File: src/rtl/rd_pkg.sv
package rd_pkg;

  localparam int unsigned DepthDef = 16;

  // operation codes of an input beat
  typedef enum logic [2:0] {
    OP_PUSH_FRONT = 3'd0,
    OP_PUSH_BACK  = 3'd1,
    OP_POP_FRONT  = 3'd2,
    OP_POP_BACK   = 3'd3,
    OP_DUMP       = 3'd4
  } op_e;

  // result status codes
  typedef enum logic [1:0] {
    ST_OK    = 2'd0,
    ST_EMPTY = 2'd1,
    ST_FULL  = 2'd2
  } status_e;

  // one stored record
  typedef struct packed {
    logic [63:0] id;
    logic [63:0] name_high;
    logic [63:0] name_low;
    logic [7:0]  age;
  } rec_t;

  // command broadcast to every cell of the chain
  typedef struct packed {
    logic push_front;
    logic push_back;
    logic pop_front;
    logic rotate;
  } chain_cmd_t;

  // where a cell sits relative to the current fill level
  typedef struct packed {
    logic at_fill;
    logic at_tail;
  } cell_pos_t;

endpackage

File: src/rtl/rd_cell.sv
module rd_cell (
  input  logic                clk_i,
  input  rd_pkg::chain_cmd_t  cmd_i,
  input  rd_pkg::cell_pos_t   pos_i,
  input  rd_pkg::rec_t        load_i,
  input  rd_pkg::rec_t        left_i,
  input  rd_pkg::rec_t        right_i,
  input  rd_pkg::rec_t        wrap_i,
  output rd_pkg::rec_t        rec_o
);
  import rd_pkg::*;

  rec_t rec_d, rec_q;

  // select the neighbor or the new record for this cycle
  always_comb begin
    rec_d = rec_q;
    if (cmd_i.push_front) begin
      rec_d = left_i;
    end else if (cmd_i.push_back) begin
      if (pos_i.at_fill) begin
        rec_d = load_i;
      end
    end else if (cmd_i.pop_front) begin
      rec_d = right_i;
    end else if (cmd_i.rotate) begin
      rec_d = pos_i.at_tail ? wrap_i : right_i;
    end
  end

  // record storage, no reset needed
  always_ff @(posedge clk_i) begin
    rec_q <= rec_d;
  end

  assign rec_o = rec_q;

endmodule

File: config.mk
export PLATFORM = sky130hd
export DESIGN_NAME = rd_cell
export DESIGN_NICKNAME = d
export VERILOG_FILES = /design/src/rtl/rd_pkg.sv /design/src/rtl/rd_cell.sv
export SDC_FILE = /design/constraint.sdc
export NUM_CORES = 1
export LEC_CHECK = 0
export ABC_AREA = 1
export BUFFER_PORTS_ARGS = -buffer_cell sky130_fd_sc_hd__buf_2
export CAP_MARGIN = 20
export CORE_AREA = 2 2 395 397
export DETAILED_ROUTE_END_ITERATION = 8
export DIE_AREA = 0 0 397 399
export GPL_ROUTABILITY_DRIVEN = 1
export PLACE_DENSITY = 0.35
export SLEW_MARGIN = 20
export SYNTH_ARGS = -nofsm -noshare
export SYNTH_HDL_FRONTEND = slang
export SYNTH_SLANG_ARGS = --single-unit
File: constraint.sdc
create_clock -name clk_i -period 6.98 [get_ports clk_i]
set_input_delay 0.698 -clock clk_i [delete_from_list [all_inputs] [get_ports clk_i]]
set_output_delay 0.698 -clock clk_i [all_outputs]
set_load 0.02 [all_outputs]
==> impl_metrics.tcl <==
set metrics [dict create \
    worst-setup-path-type "in -> reg" \
    cts-root-buf "clkbuf_16" \
    grt_max_degree 113 \
    ys_types 10 \
    fin_hold_ws_ps 511 \
    use_met1 0.165 \
    fin_cells 5334 \
    boundaryPins 1007 \
    wl_per_cell_um 20.8 \
    area_growth_syn_to_layout_pct 51.5 \
    ctsHoldBuffers 0 \
    worst_slack_ps 4320 \
    met2_usage 0.225 \
    drive_gt1_frac 0.325 \
    die_h_um 399 \
    clkTransAtPathRegs_ps 100 \
    path_max_fanout 72 \
    cp_slowest_cell "o21ai_0" \
    hold_viol 0 \
    cp-start-kind "primary input" \
    antenna_found_initial 43 \
    fin_tns_setup_ps 0 \
    design_area_sq_um 22800 \
    fin_crit_sh 0.382 \
    rows 144 \
    fin_nets 4064 \
    vias 18700 \
    cts_setup_buffers 0 \
    grt_usage 0.135 \
    hpwl_um 89400 \
    p_leak_nw 13.1 \
    ys_seq_elements 200 \
    cts_tree "built" \
    synth.area.top_cells "edfxtp_1, nand2_1, nand3_1" \
    final_antenna_net_count 0 \
    clockBufferDepth 2 \
    postSynthCellCount 2363 \
    cts_resized 0 \
    ir_drop_mv 0.214 \
    power_density_nw_per_um2 176 \
    min_period_ps 2660 \
    synth_top_area_share 0.399 \
    yosysSeqAreaShare 0.399 \
    firstDrtPassIters 8 \
    drv_cap 0 \
    use_met3 0.0422 \
    design.die.area_sq_um 158000 \
    n_fill_cell 18200 \
    gp_congestion 0.929 \
    largest_register_ffs 200 \
    wl_um 111000 \
    worst_pin_slew_ps 1000 \
    max_slew_margin 0.333 \
    place_area_sq_um 22200 \
    cp-end-kind "register" \
    critPathArrivalTime_ps 2810 \
    fp.dieW_um 397 \
    hp-class "in -> reg" \
    via_per_inst 3.50 \
    io_buffers 1006 \
    drt-initial-drc-count 1013 \
    max_stage_delay_ps 480 \
    htree_levels 4 \
    synth_area_per_cell_sq_um 6.38 \
    path_cells "clkbuf_8 > inv_8 > nand2_1 > o21ai_0 > inv_8 > buf_12" \
    synth_fp_nets 3170 \
    grt.busiest_layer "met2" \
    status "complete, no violations" \
    holdPathStages 5 \
    crit_required_ps 7130 \
    cts_made_buffers 17 \
    coreArea_sq_um 154000 \
    rsz0062_at_grt "no" \
    clock-sinks 200 \
    place_ws_ps 3750 \
    crit_path_frequent_cell "inv_8" \
    dp_cells 5282 \
    synth_area_sq_um 15100 \
    start_util 0.0980 \
    finalSetupViolations 0 \
    final_max_slew_viol_count 0 \
    max_freq_ghz 0.375 \
    yosysWarnings 0 \
    drcViolationCount 0 \
    grt_pass1_wl_um 147000 \
    grt_pass1_vias 18600 \
    grt_overflow 0 \
    yosysTopAreaCell "edfxtp_1" \
]
cell usage in the layout, fill, tap and decap left out, types with 2 or more instances in the layout:
master	n
buf_2	1003
nand2_1	802
inv_1	600
nand3_1	600
edfxtp_1	200
diode_2	20
buf_4	18
clkbuf_16	17
inv_8	9
buf_12	5
clkbuf_8	3
clkinv_4	2
worst paths after layout:
path | from | endpoint | slack (ps)
setup / recovery | cmd_i[3] | rec_o[122] | 4320
hold / removal | left_i[180] | rec_o[180] | 510
metal layers:
layer / wire length, um / vias up
li1: - / 8974
met1: 46900 / 8834
met2: 53000 / 758
met3: 8930 / 98
met4: 2310 / 18
met5: 114 / -
area by class of cell:
| cell class | instances | area, sq um | share of cell area |
|---|---|---|---|
| Clock inverter | 14 | 156 | 0.00685 |
| Clock buffer | 18 | 429 | 0.0188 |
| Sequential cell | 200 | 6010 | 0.263 |
| Tap cell | 2044 | 2560 | 0.112 |
| Multi-Input combinational cell | 1406 | 6040 | 0.265 |
| Antenna cell | 20 | 50.0 | 0.00219 |
| Timing Repair Buffer | 1029 | 5300 | 0.232 |
| Inverter | 603 | 2290 | 0.100 |
critical path: cells and delay by family:
family          cells  cell delay, ps
buf+inv             4            1210
simple gates        1              80
compound gates      1             480
cells by family after synthesis:
logic type             synth area share
DFF                               0.399
AOI/OAI and AO/OA              0.000332
buffers and inverters             0.201
and+or+nand+nor                   0.400
synthesized netlist by cell type, drive strengths merged:
cell type  instances
clkbuf             2
nor2               2
inv              603
o21ai              1
nand2            803
buf              152
edfxtp           200
nand3            600
stage by stage:
step	utilization	power, W
after floorplan	-	0.00222
after detailed placement	0.144	0.00293
after CTS	0.148	0.00413
after global placement	0.144	0.00294
after global routing	0.148	0.00425
final	0.149	0.00401
report_power, final:
group / switching, W / total [W] / internal, W / leakage [nW]
logic: 0.000870 / 0.00129 / 0.000419 / 10.7
clock network: 0.000631 / 0.00114 / 0.000511 / 0.287
registers: 0.0000615 / 0.00158 / 0.00152 / 2.09
total: 0.00156 / 0.00401 / 0.00245 / 13.1
Power figures use the tool's default switching activity.
