## src/rtl/rd_pkg.sv

```systemverilog
package rd_pkg;

  localparam int unsigned DepthDef = 16;

  // operation codes of an input beat
  typedef enum logic [2:0] {
    OP_PUSH_FRONT = 3'd0,
    OP_PUSH_BACK  = 3'd1,
    OP_POP_FRONT  = 3'd2,
    OP_POP_BACK   = 3'd3,
    OP_DUMP       = 3'd4
  } op_e;

  // result status codes
  typedef enum logic [1:0] {
    ST_OK    = 2'd0,
    ST_EMPTY = 2'd1,
    ST_FULL  = 2'd2
  } status_e;

  // one stored record
  typedef struct packed {
    logic [63:0] id;
    logic [63:0] name_high;
    logic [63:0] name_low;
    logic [7:0]  age;
  } rec_t;

  // command broadcast to every cell of the chain
  typedef struct packed {
    logic push_front;
    logic push_back;
    logic pop_front;
    logic rotate;
  } chain_cmd_t;

  // where a cell sits relative to the current fill level
  typedef struct packed {
    logic at_fill;
    logic at_tail;
  } cell_pos_t;

endpackage

```

## src/rtl/rd_in_if.sv

```systemverilog
interface rd_in_if;
  logic        valid;
  logic        ready;
  logic [2:0]  op;
  logic [63:0] student_id;
  logic [63:0] name_high;
  logic [63:0] name_low;
  logic [7:0]  age;

  modport source (
    output valid, op, student_id, name_high, name_low, age,
    input  ready
  );

  modport sink (
    input  valid, op, student_id, name_high, name_low, age,
    output ready
  );
endinterface

```

## src/rtl/rd_out_if.sv

```systemverilog
interface rd_out_if;
  logic        valid;
  logic        ready;
  logic [1:0]  status;
  logic        has_record;
  logic [63:0] out_id;
  logic [63:0] out_name_high;
  logic [63:0] out_name_low;
  logic [7:0]  out_age;
  logic        last;

  modport source (
    output valid, status, has_record, out_id, out_name_high, out_name_low, out_age, last,
    input  ready
  );

  modport sink (
    input  valid, status, has_record, out_id, out_name_high, out_name_low, out_age, last,
    output ready
  );
endinterface

```

## src/rtl/rd_ctrl.sv

```systemverilog
module rd_ctrl #(
  parameter int unsigned DEPTH = rd_pkg::DepthDef,
  localparam int unsigned CntW = $clog2(DEPTH + 1)
) (
  input  logic                clk_i,
  input  logic                rst_ni,
  rd_in_if.sink               in_i,
  rd_out_if.source            out_o,
  input  rd_pkg::rec_t        head_i,
  output rd_pkg::chain_cmd_t  cmd_o,
  output logic [CntW-1:0]     count_o
);
  import rd_pkg::*;

  typedef enum logic [1:0] {
    S_IDLE = 2'b01,
    S_DUMP = 2'b10
  } state_e;

  state_e          state_d, state_q;
  logic [CntW-1:0] count_d, count_q;
  logic [CntW-1:0] remain_d, remain_q;
  logic            ovalid_d, ovalid_q;
  logic [1:0]      status_d, status_q;
  logic            has_d, has_q;
  logic            last_d, last_q;
  rec_t            orec_d, orec_q;
  logic            slot_free, accept, empty, full;
  chain_cmd_t      cmd;

  assign slot_free = !ovalid_q || out_o.ready;
  assign in_i.ready = (state_q == S_IDLE) && slot_free;
  assign accept = in_i.valid && in_i.ready;
  assign empty = (count_q == '0);
  assign full = (count_q == CntW'(DEPTH));

  // operation decode and dump sequencing
  always_comb begin
    state_d  = state_q;
    count_d  = count_q;
    remain_d = remain_q;
    ovalid_d = ovalid_q && !out_o.ready;
    status_d = status_q;
    has_d    = has_q;
    last_d   = last_q;
    orec_d   = orec_q;
    cmd      = '0;
    if (accept) begin
      ovalid_d = 1'b1;
      status_d = ST_OK;
      has_d    = 1'b0;
      last_d   = 1'b1;
      orec_d   = '0;
      case (in_i.op)
        OP_PUSH_FRONT: begin
          if (full) begin
            status_d = ST_FULL;
          end else begin
            cmd.push_front = 1'b1;
            count_d = count_q + 1'b1;
          end
        end
        OP_PUSH_BACK: begin
          if (full) begin
            status_d = ST_FULL;
          end else begin
            cmd.push_back = 1'b1;
            count_d = count_q + 1'b1;
          end
        end
        OP_POP_FRONT: begin
          if (empty) begin
            status_d = ST_EMPTY;
          end else begin
            cmd.pop_front = 1'b1;
            count_d = count_q - 1'b1;
          end
        end
        OP_POP_BACK: begin
          if (empty) begin
            status_d = ST_EMPTY;
          end else begin
            count_d = count_q - 1'b1;
          end
        end
        OP_DUMP: begin
          if (empty) begin
            status_d = ST_EMPTY;
          end else begin
            ovalid_d = 1'b0;
            remain_d = count_q;
            state_d  = S_DUMP;
          end
        end
        default: begin
        end
      endcase
    end else if (state_q == S_DUMP && slot_free) begin
      // one record per beat from the head, chain rotates behind it
      ovalid_d   = 1'b1;
      status_d   = ST_OK;
      has_d      = 1'b1;
      orec_d     = head_i;
      last_d     = (remain_q == CntW'(1));
      cmd.rotate = 1'b1;
      remain_d   = remain_q - 1'b1;
      if (remain_q == CntW'(1)) begin
        state_d = S_IDLE;
      end
    end
  end

  // control state
  always_ff @(posedge clk_i or negedge rst_ni) begin
    if (!rst_ni) begin
      state_q  <= S_IDLE;
      count_q  <= '0;
      remain_q <= '0;
      ovalid_q <= 1'b0;
    end else begin
      state_q  <= state_d;
      count_q  <= count_d;
      remain_q <= remain_d;
      ovalid_q <= ovalid_d;
    end
  end

  // result payload
  always_ff @(posedge clk_i) begin
    status_q <= status_d;
    has_q    <= has_d;
    last_q   <= last_d;
    orec_q   <= orec_d;
  end

  assign cmd_o   = cmd;
  assign count_o = count_q;

  assign out_o.valid         = ovalid_q;
  assign out_o.status        = status_q;
  assign out_o.has_record    = has_q;
  assign out_o.out_id        = orec_q.id;
  assign out_o.out_name_high = orec_q.name_high;
  assign out_o.out_name_low  = orec_q.name_low;
  assign out_o.out_age       = orec_q.age;
  assign out_o.last          = last_q;

  // fill level stays within the ring
  assert property (@(posedge clk_i) disable iff (!rst_ni) count_q <= CntW'(DEPTH))
    else $error("fill level above depth");

  // the fill level is frozen while a dump streams
  assert property (@(posedge clk_i) disable iff (!rst_ni)
    state_q == S_DUMP |=> count_q == $past(count_q))
    else $error("fill level changed during dump");

  // a dump always has records left to send
  assert property (@(posedge clk_i) disable iff (!rst_ni)
    state_q == S_DUMP |-> remain_q != '0 && remain_q <= count_q)
    else $error("dump counter out of range");

  // at most one chain command per cycle
  assert property (@(posedge clk_i) disable iff (!rst_ni) $onehot0(cmd))
    else $error("conflicting chain commands");

  // a record beat always reports ok
  assert property (@(posedge clk_i) disable iff (!rst_ni)
    ovalid_q && has_q |-> status_q == ST_OK)
    else $error("record beat with error status");

endmodule

```

## src/flat_wrapper.sv

```systemverilog
// flat-port wrapper written by rule: the top's interface ports become plain ports
module rd_ctrl_flat import rd_pkg::*;
#(
  parameter int unsigned DEPTH = rd_pkg::DepthDef,
  localparam int unsigned CntW = $clog2(DEPTH + 1)
)
  (clk_i, rst_ni, head_i, cmd_o, count_o, in_i_valid, in_i_op, in_i_student_id, in_i_name_high, in_i_name_low, in_i_age, in_i_ready, out_o_valid, out_o_status, out_o_has_record, out_o_out_id, out_o_out_name_high, out_o_out_name_low, out_o_out_age, out_o_last, out_o_ready);
  rd_in_if in_i_i ();
  rd_out_if out_o_i ();
  input  logic clk_i;
  input  logic rst_ni;
  input  rd_pkg::rec_t head_i;
  output rd_pkg::chain_cmd_t cmd_o;
  output logic [CntW-1:0] count_o;
  input wire logic [$bits(in_i_i.valid)-1:0] in_i_valid;
  input wire logic [$bits(in_i_i.op)-1:0] in_i_op;
  input wire logic [$bits(in_i_i.student_id)-1:0] in_i_student_id;
  input wire logic [$bits(in_i_i.name_high)-1:0] in_i_name_high;
  input wire logic [$bits(in_i_i.name_low)-1:0] in_i_name_low;
  input wire logic [$bits(in_i_i.age)-1:0] in_i_age;
  output wire logic [$bits(in_i_i.ready)-1:0] in_i_ready;
  output wire logic [$bits(out_o_i.valid)-1:0] out_o_valid;
  output wire logic [$bits(out_o_i.status)-1:0] out_o_status;
  output wire logic [$bits(out_o_i.has_record)-1:0] out_o_has_record;
  output wire logic [$bits(out_o_i.out_id)-1:0] out_o_out_id;
  output wire logic [$bits(out_o_i.out_name_high)-1:0] out_o_out_name_high;
  output wire logic [$bits(out_o_i.out_name_low)-1:0] out_o_out_name_low;
  output wire logic [$bits(out_o_i.out_age)-1:0] out_o_out_age;
  output wire logic [$bits(out_o_i.last)-1:0] out_o_last;
  input wire logic [$bits(out_o_i.ready)-1:0] out_o_ready;
  assign in_i_i.valid = in_i_valid;
  assign in_i_i.op = in_i_op;
  assign in_i_i.student_id = in_i_student_id;
  assign in_i_i.name_high = in_i_name_high;
  assign in_i_i.name_low = in_i_name_low;
  assign in_i_i.age = in_i_age;
  assign in_i_ready = in_i_i.ready;
  assign out_o_valid = out_o_i.valid;
  assign out_o_status = out_o_i.status;
  assign out_o_has_record = out_o_i.has_record;
  assign out_o_out_id = out_o_i.out_id;
  assign out_o_out_name_high = out_o_i.out_name_high;
  assign out_o_out_name_low = out_o_i.out_name_low;
  assign out_o_out_age = out_o_i.out_age;
  assign out_o_last = out_o_i.last;
  assign out_o_i.ready = out_o_ready;
  rd_ctrl #(.DEPTH(DEPTH)) u_core (.clk_i(clk_i), .rst_ni(rst_ni), .in_i(in_i_i), .out_o(out_o_i), .head_i(head_i), .cmd_o(cmd_o), .count_o(count_o));
endmodule
```

## config.mk

```make
export PLATFORM = sky130hd
export DESIGN_NAME = rd_ctrl_flat
export DESIGN_NICKNAME = d
export VERILOG_FILES = /design/src/rtl/rd_pkg.sv /design/src/rtl/rd_in_if.sv /design/src/rtl/rd_out_if.sv /design/src/rtl/rd_ctrl.sv /design/src/flat_wrapper.sv
export SDC_FILE = /design/constraint.sdc
export NUM_CORES = 1
export LEC_CHECK = 0
export CORE_AREA = 2 2 244 246
export CTS_CLUSTER_SIZE = 12
export DETAILED_ROUTE_END_ITERATION = 16
export DIE_AREA = 0 0 246 248
export DONT_BUFFER_PORTS = 1
export PLACE_DENSITY = 0.3
export SLEW_MARGIN = 40
export SYNTH_ARGS = -nofsm -noshare
export SYNTH_HDL_FRONTEND = slang
export SYNTH_SLANG_ARGS = --single-unit
```

## constraint.sdc

```tcl
create_clock -name clk_i -period 3.4 [get_ports clk_i]
set_input_delay 0.68 -clock clk_i [delete_from_list [all_inputs] [get_ports clk_i]]
set_output_delay 0.68 -clock clk_i [all_outputs]
set_load 0.02 [all_outputs]
```

==> summary.md, run 1 <==
| Metric | Value |
|---|---|
| Outcome | completed |
| Hold Path Class | input pin to flop |
| DRC violations left | 0 |
| Sequential area share after synthesis | 0.562 |
| Maximum net fanout on the critical path | 9 |
| Syn_area_per_cell | 8.05 µm² |
| Final ANT Viol Nets | 0 |
| Worst slew margin | 0.573 |
| Clk pwr share | 0.228 |
| Tcrit/Tclk final | 0.903 |
| Largest net degree at the start of global routing | 107 |
| # clock sinks | 217 |
| CTS tree | built |
| Vias in the first global route | 6420 |
| Post-route setup slack | 0.330 ns |
| Post-synth EDFFs | 2 |
| Cells after Synth | 980 |
| Fin crit period | 3.07 ns |
| Clock Latency Late Sink | 0.57 ns |
| Syn-to-layout area delta | 23.0% |
| Via count | 6535 |
| Fin. Hold Viols | 0 |
| Detailed Route Iter0 Violations | 287 |
| Cts bufs inserted | 28 |
| DR pass1 iterations | 4 |
| # H-tree levels | 1 |
| Setup Crit Path Kind | flop to output port |
| Final count of negative-setup-slack endpoints | 0 |
| Row count | 89 |
| Die W | 246 µm |
| Layout cells sized above 1 | 0.0714 |
| Cts repair resizes | 0 |
| Skew final | 0.0296 ns |
| Max-cap violations | 0 |
| Clk root buf | clkbuf_16 |
| RSZ-0062 raised after global routing | false |
| VDD IR-drop max | 0.000484 V |
| Switching share of power | 0.461 |
| # fillers | 6664 |
| Synth Flop Type | dfxtp_1 |
| Power Density | 1300 mW/mm² |
| #FFs+latches synth | 217 |
| Crit path DAT | 2.39 ns |
| HP Start | head_i[100] |
| Die area | 0.0610 mm² |
| Drt wl/cell | 17.2 µm |
| Antenna violations before repair | 1 |
| FF-to-FF Start | u_core.out_o.valid$_DFF_PN0_ |
| Grt total ovfl | 0 |
| CTS Buffer Depth | 3 |
| Worst slack, placed | 0.924 ns |
| Vias/cell | 3.72 |
| FMAX | 0.326 GHz |
| Setup bufs post-CTS | 0 |
| Post-synthesis cell type count | 46 |
| Start point of the critical path | u_core.state_q[0]$_DFFE_PN1P_ |
| Sequential fraction of design power | 0.515 |
| IO buf count | 0 |
| Hold_ws | 0.242 ns |
| Post-Route WL | 30.2 mm |
| Critical path launch point type | flop |
| Nets | 1375 |
| Clock slew at reported path FFs | 0.06 ns |
| Starting density of the core | 0.135 |
| Logic pwr share | 0.256 |
| Syn_nets | 1394 |
| Max Slew Vio Count | 0 |
| Synthesized cell area | 0.00789 mm² |
| Cell internal pwr | 0.00682 W |
| I/O pin count | 622 |
| Final TNS setup | 0 ns |
| Final core area utilization | 0.166 |
| CP required | 2.72 ns |
| Chip height | 248 µm |
| Core Box Area | 0.0585 mm² |
| Hpwl dp | 21.8 mm |
| Most frequent cells in the layout | nand2_1, a21oi_1, dfxtp_1 |
| Asr flop ratio synth | 0.0599 |
| Commonest non-fill, non-tap cell in the layout | nand2_1 |
| Leakage power | 3.78 nW |
| NetSw | 0.00582 W |
| GR Util All Layers | 0.0927 |
| Final Wtd Congestion | 0.706 |
| Worst Tran Pin Value | 0.638 ns |
| Synth Warn # | 0 |
| CP Capture Type | output port |
| First-pass GRT wire length | 42.9 mm |
[stage by stage]
step / instance area (µm²) / std cells / power (W)
after floorplan: 7890 / 980 / 0.00855
after global placement: 8800 / 1703 / 0.00986
after detailed placement: 8800 / 1703 / 0.00993
after CTS: 9700 / 1754 / 0.0129
after global routing: 9700 / 1754 / 0.0136
final: 9700 / 1755 / 0.0126
[layout make-up]
type	count	area, µm²	area share
antenna	1	2.50	0.000258
clock buffer	45	856	0.0882
clock inverter	5	33.8	0.00348
inverter	8	35.0	0.00361
multi-input combinational	684	3110	0.320
sequential	217	4430	0.457
tap	773	967	0.0997
timing repair buffer	22	268	0.0276
[kinds of logic (layout without fill, tap and decap cells)]
family | Yosys count | after routing | synth area share
and+or+nand+nor | 445 | 445 | 0.224
adders and majority gates | 7 | 7 | 0.0121
xor gates and xnor gates | 4 | 4 | 0.00444
DFF | 217 | 217 | 0.562
buffers and inverters | 79 | 80 | 0.0463
other | 0 | 1 | 0
AOI/OAI and AO/OA | 228 | 228 | 0.152
[registers in the layout, summed over array words and instances, names as in the netlist]
| signal | flops |
|---|---|
| u_core.out_o.status | 2 |
| u_core.out_o.out_age | 8 |
| u_core.out_o.out_name_low | 64 |
| u_core.state_q | 2 |
| u_core.out_o.out_id | 64 |
| u_core.count_o | 5 |
| u_core.remain_q | 5 |
| u_core.out_o.has_record | 1 |
| u_core.out_o.last | 1 |
| u_core.out_o.valid | 1 |
| u_core.out_o.out_name_high | 64 |
[critical path: stages, from the launching register on]
cell,delay (ns)
dfstp_2,0.54
nor2b_1,0.29
nand3_1,0.38
nor4b_1,0.41
buf_4,0.21
[timing repair]
action	in CTS	in global routing
hold buffers	1	0
hold endpoints to repair	13	0
setup endpoints to repair	0	0
[power by group through the flow]
stage	Sequential, W	Clock [W]	Combinational (W)
3_3_place_gp	0.00662	0	0.00324
2_1_floorplan	0.00602	0	0.00253
3_5_place_dp	0.00661	0	0.00332
4_1_cts	0.00657	0.00302	0.00332
5_1_grt	0.00671	0.00311	0.00377
6_report	0.00651	0.00288	0.00324
[cells in the mapped netlist, drive strengths merged, types with 2 or more instances]
library cell / n / share of area
clkbuf: 18 / 0.0086
dfxtp: 202 / 0.51
xor2: 2 / 0.0022
ha: 6 / 0.0095
a211oi: 3 / 0.0029
a21oi: 205 / 0.13
edfxtp: 2 / 0.0076
nand3: 7 / 0.0044
dfrtp: 12 / 0.038
nor2: 4 / 0.0019
nand2: 410 / 0.20
nor4: 3 / 0.0024
a21o: 2 / 0.0019
nor2b: 3 / 0.0024
o21ai: 6 / 0.0052
nand2b: 2 / 0.0016
a31oi: 5 / 0.0040
inv: 8 / 0.0038
and3: 3 / 0.0024
nor3: 3 / 0.0019
buf: 53 / 0.034
a311oi: 2 / 0.0022
xnor2: 2 / 0.0022
[layer usage]
metal,wire [µm],share of wire,vias to the layer above,track usage
li1,-,-,3156,-
met1,12000,0.40,3003,0.107
met2,13200,0.44,339,0.147
met3,4380,0.14,37,0.0489
met4,686,0.023,0,0.0296
met5,0,0,-,0
[path summary, 6_finish.rpt]
kind                                                          endpoint  slack [ns]  cells past startpoint
setup / recovery                                              cmd_o[3]        0.33                      4
hold / removal             u_core.out_o.out_name_high[28]$_SDFFE_PP0P_        0.24                      2
setup reg to reg            u_core.out_o.out_name_low[22]$_SDFFE_PP0P_        1.28                      5
hold reg to reg                          u_core.state_q[0]$_DFFE_PN1P_        0.52                      1
max in group asynchronous                u_core.count_o[4]$_DFFE_PN0P_        2.41                      1
min in group asynchronous                u_core.state_q[1]$_DFFE_PN0P_        0.57                      1
No activity file was read; power rests on OpenSTA's default activity.
==> inputs of run 2 (changes only) <==
- ABC_AREA: not set -> 1
- CORE_AREA: 2 2 244 246 -> 2 2 245 247
- DIE_AREA: 0 0 246 248 -> 0 0 247 249
- REMOVE_ABC_BUFFERS: not set -> 1
==> run 2 against run 1 <==
Net effect:
- via count rose by 0.93%
- die area increased by 0.81%
- clock power increased by 6%
- worst hold slack better by 0.032 ns
- flip-flop and latch count unchanged
- area after synthesis increased by 1.4%
- clock skew shrank 0.019 ns
- highest routed layer is now met5
==> summary.md, run 2 <==
| Metric | Value |
|---|---|
| Outcome | completed |
| # fillers | 6655 (-0.14%) |
| CP peak stage delay | 0.54 ns (about the same) |
| Max-cap violations | 0 (unchanged) |
| Final TNS setup | 0 ns (unchanged) |
| GR Util All Layers | 0.104 (+0.0111) |
| Post-Route WL | 33.7 mm (+11%) |
| Max Slew Vio Count | 0 (unchanged) |
| Detailed Route Iter0 Violations | 263 (-8.4%) |
| RSZ-0062 raised after global routing | false |
| Worst slew margin | 0.552 (-0.0218) |
| Cts repair resizes | 0 (unchanged) |
| Clock slew at reported path FFs | 0.06 ns (about the same) |
| Worst path slowest cell | dfstp_2 |
| FMAX | 0.355 GHz (+9.1%) |
| CP Capture Type | output port |
| DR pass1 iterations | 6 (+2) |
| Tcrit/Tclk final | 0.828 (-0.0755) |
| Clk root buf | clkbuf_16 |
| Die area | 0.0615 mm² (+0.81%) |
| First-pass GRT wire length | 46.7 mm (+8.8%) |
| Cells after Synth | 1031 (+5.2%) |
| Synth Warn # | 0 (unchanged) |
| Synthesized cell area | 0.00799 mm² (+1.4%) |
| I/O pin count | 622 (unchanged) |
| CTS tree | built |
| Starting density of the core | 0.136 (+0.00132) |
| Post-synth top area cell | dfxtp_1 |
| Final ANT Viol Nets | 0 (unchanged) |
| Fin. Hold Viols | 0 (unchanged) |
| Worst Tran Pin Value | 0.670 ns (+0.0325 ns) |
| Post-synth EDFFs | 2 (unchanged) |
| Clock Latency Late Sink | 0.57 ns (about the same) |
| Final count of negative-setup-slack endpoints | 0 (unchanged) |
| Core Box Area | 0.0587 mm² (+0.38%) |
| Crit path DAT | 2.13 ns (-0.26 ns) |
| Top cells by instance count after synthesis | nor2_1, o21ai_0, dfxtp_1, nand2_1, buf_2 |
| Antenna violations before repair | 3 (+2) |
| Vias in the first global route | 6521 (+1.6%) |
| VDD IR-drop max | 0.000353 V (-27%) |
| Nets | 1420 (+3.3%) |
| Largest net degree at the start of global routing | 203 (+90%) |
| Die W | 247 µm (+0.41%) |
| # H-tree levels | 1 (unchanged) |
| Count leader, synth | nor2_1 |
| Via count | 6596 (+0.93%) |
| Vias/cell | 3.67 (-1.5%) |
| Design area | 0.00973 mm² (+0.26%) |
| Setup bufs post-CTS | 0 (unchanged) |
| Post-synthesis cell type count | 28 (-39%) |
| Power Density | 578 mW/mm² (-56%) |
| CTS Buffer Depth | 3 (unchanged) |
| Cells along the critical path | inv_2, nor2_2, nand3_4, nor2_4, o21ai_1, nor2_1 |
| Layout cells sized above 1 | 0.0712 (-0.000206) |
| Critical path's top delay family | simple AND/OR/NAND/NOR gates |
| Skew final | 0.0110 ns (-0.0186 ns) |
| # clock sinks | 217 (unchanged) |
| Final Wtd Congestion | 0.713 (+1.0%) |
| Syn-to-layout area delta | 21.7% |
| Hold_ws | 0.274 ns (+0.0321 ns) |
| Critical path launch point type | flop |
| Top cell type's share of synthesized area | 0.506 (-0.00690) |
| Maximum net fanout on the critical path | 5 (-4) |
| Buf/Inv on CP | 1 (unchanged) |
| Commonest non-fill, non-tap cell in the layout | nor2_1 |
| Sequential area share after synthesis | 0.554 (-0.00756) |
| Cts bufs inserted | 29 (+3.6%) |
| Antenna Cells | 0 (-1) |
| DRC violations left | 0 (unchanged) |
| Largest cells by area after synthesis | dfxtp_1, nor2_1, o21ai_0 |
| Hpwl dp | 24.7 mm (+13%) |
| Setup Crit Path Kind | flop to output port |
| Leakage power | 3.85 nW (+1.9%) |
| Syn_area_per_cell | 7.75 µm² (-3.6%) |
| Drt wl/cell | 18.7 µm (+8.8%) |
| Synth Flop Type | dfxtp_1 |
| Most frequent cells in the layout | nor2_1, o21ai_0, dfxtp_1 |
| Placed inst area | 0.00874 mm² (-0.65%) |
| CP required | 2.72 ns (about the same) |
| Chip height | 249 µm (+0.40%) |
| Row count | 89 (unchanged) |
| Hold Path Class | input pin to flop |
| Fin crit period | 2.81 ns (-0.257 ns) |
| Grt total ovfl | 0 (unchanged) |
| Asr flop ratio synth | 0.0599 (unchanged) |
| IO buf count | 0 (unchanged) |
| #FFs+latches synth | 217 (unchanged) |
[run 2: cell types whose count changed in the layout (fill, tap and decap cells not counted), sizes merged, moves of 10 or more]
cell,delta
nor2,+414
inv,+15
a21oi,-204
buf,-11
o21ai,+200
nand2,-342
nand3,+10
[run 2: timing repair]
action                                  4_1_cts  5_1_grt
hold buffers                                  1        0
endpoints found under the hold margin        13        0
endpoints found under the setup margin        0        0
[run 2: power by group]
part	switching (W)	internal, W
Clock	0.00123	0.00183
Combinational	0.0000113	0.00000525
Sequential	0.000000000000000000138	0.00255
[run 2: cells by family (layout without fill, tap and decap cells)]
group                    after synthesis  in the layout  synth area share
AO/OA/AOI/OAI                        207            207             0.130
XOR/XNOR                               1              1           0.00110
adder cells (fa/ha/maj)                7              7            0.0119
buffers and inverters                 88             83            0.0517
flip-flops                           217            217             0.554
AND/OR/NAND/NOR                      511            511             0.252
[run 2: layout make-up]
type                            instances  area, µm²  share of cell area
Tap cell                              773        967              0.0994
Inverter                               21       86.3             0.00888
Sequential cell                       217       4430               0.455
Clock inverter                          9       80.1             0.00823
Multi-Input combinational cell        726       3170               0.325
Timing Repair Buffer                   11        130              0.0134
Clock buffer                           42        867              0.0891
[run 2: worst paths after layout]
| kind | from | to | slack [ns] | cells after the start |
|---|---|---|---|---|
| worst max-delay path | u_core.state_q[0]$_DFFE_PN1P_ | cmd_o[3] | 0.59 | 6 |
| worst min-delay path | head_i[124] | u_core.out_o.out_name_high[52]$_SDFFE_PP0P_ | 0.27 | 2 |
| worst max register to register | u_core.out_o.valid$_DFF_PN0_ | u_core.out_o.out_name_low[53]$_SDFFE_PP0P_ | 1.23 | 6 |
| worst min register to register | u_core.state_q[0]$_DFFE_PN1P_ | u_core.state_q[0]$_DFFE_PN1P_ | 0.47 | 2 |
| max in group asynchronous | rst_ni | u_core.remain_q[4]$_DFFE_PN0P_ | 2.38 | 1 |
| min in group asynchronous | rst_ni | u_core.count_o[3]$_DFFE_PN0P_ | 0.59 | 1 |
[run 2: worst reg2reg max path, stage by stage (launching register included)]
cell,delay (ns)
dfrtp_1,0.48
nand2_2,0.21
nand3_4,0.14
buf_12,0.22
buf_16,0.24
o21ai_0,0.69
nor2_1,0.08
[run 2: per-layer routing]
metal,wire length (µm),GRT usage,vias up
met5,27,0,-
met4,766,0.0243,4
met3,5590,0.0721,42
met2,14600,0.168,334
met1,12700,0.110,2965
li1,-,-,3251
[run 2: metrics by stage]
stage	total power [W]	setup slack, ns	instances	utilization
CTS	0.00578	0.522	1798	0.165
finish	0.00562	0.586	1799	0.166
detailed placement	0.00262	0.965	1746	0.149
global route	0.00589	0.413	1799	0.166
global placement	0.00262	0.972	1746	0.149
floorplan	0.00261	-1.93	964	-
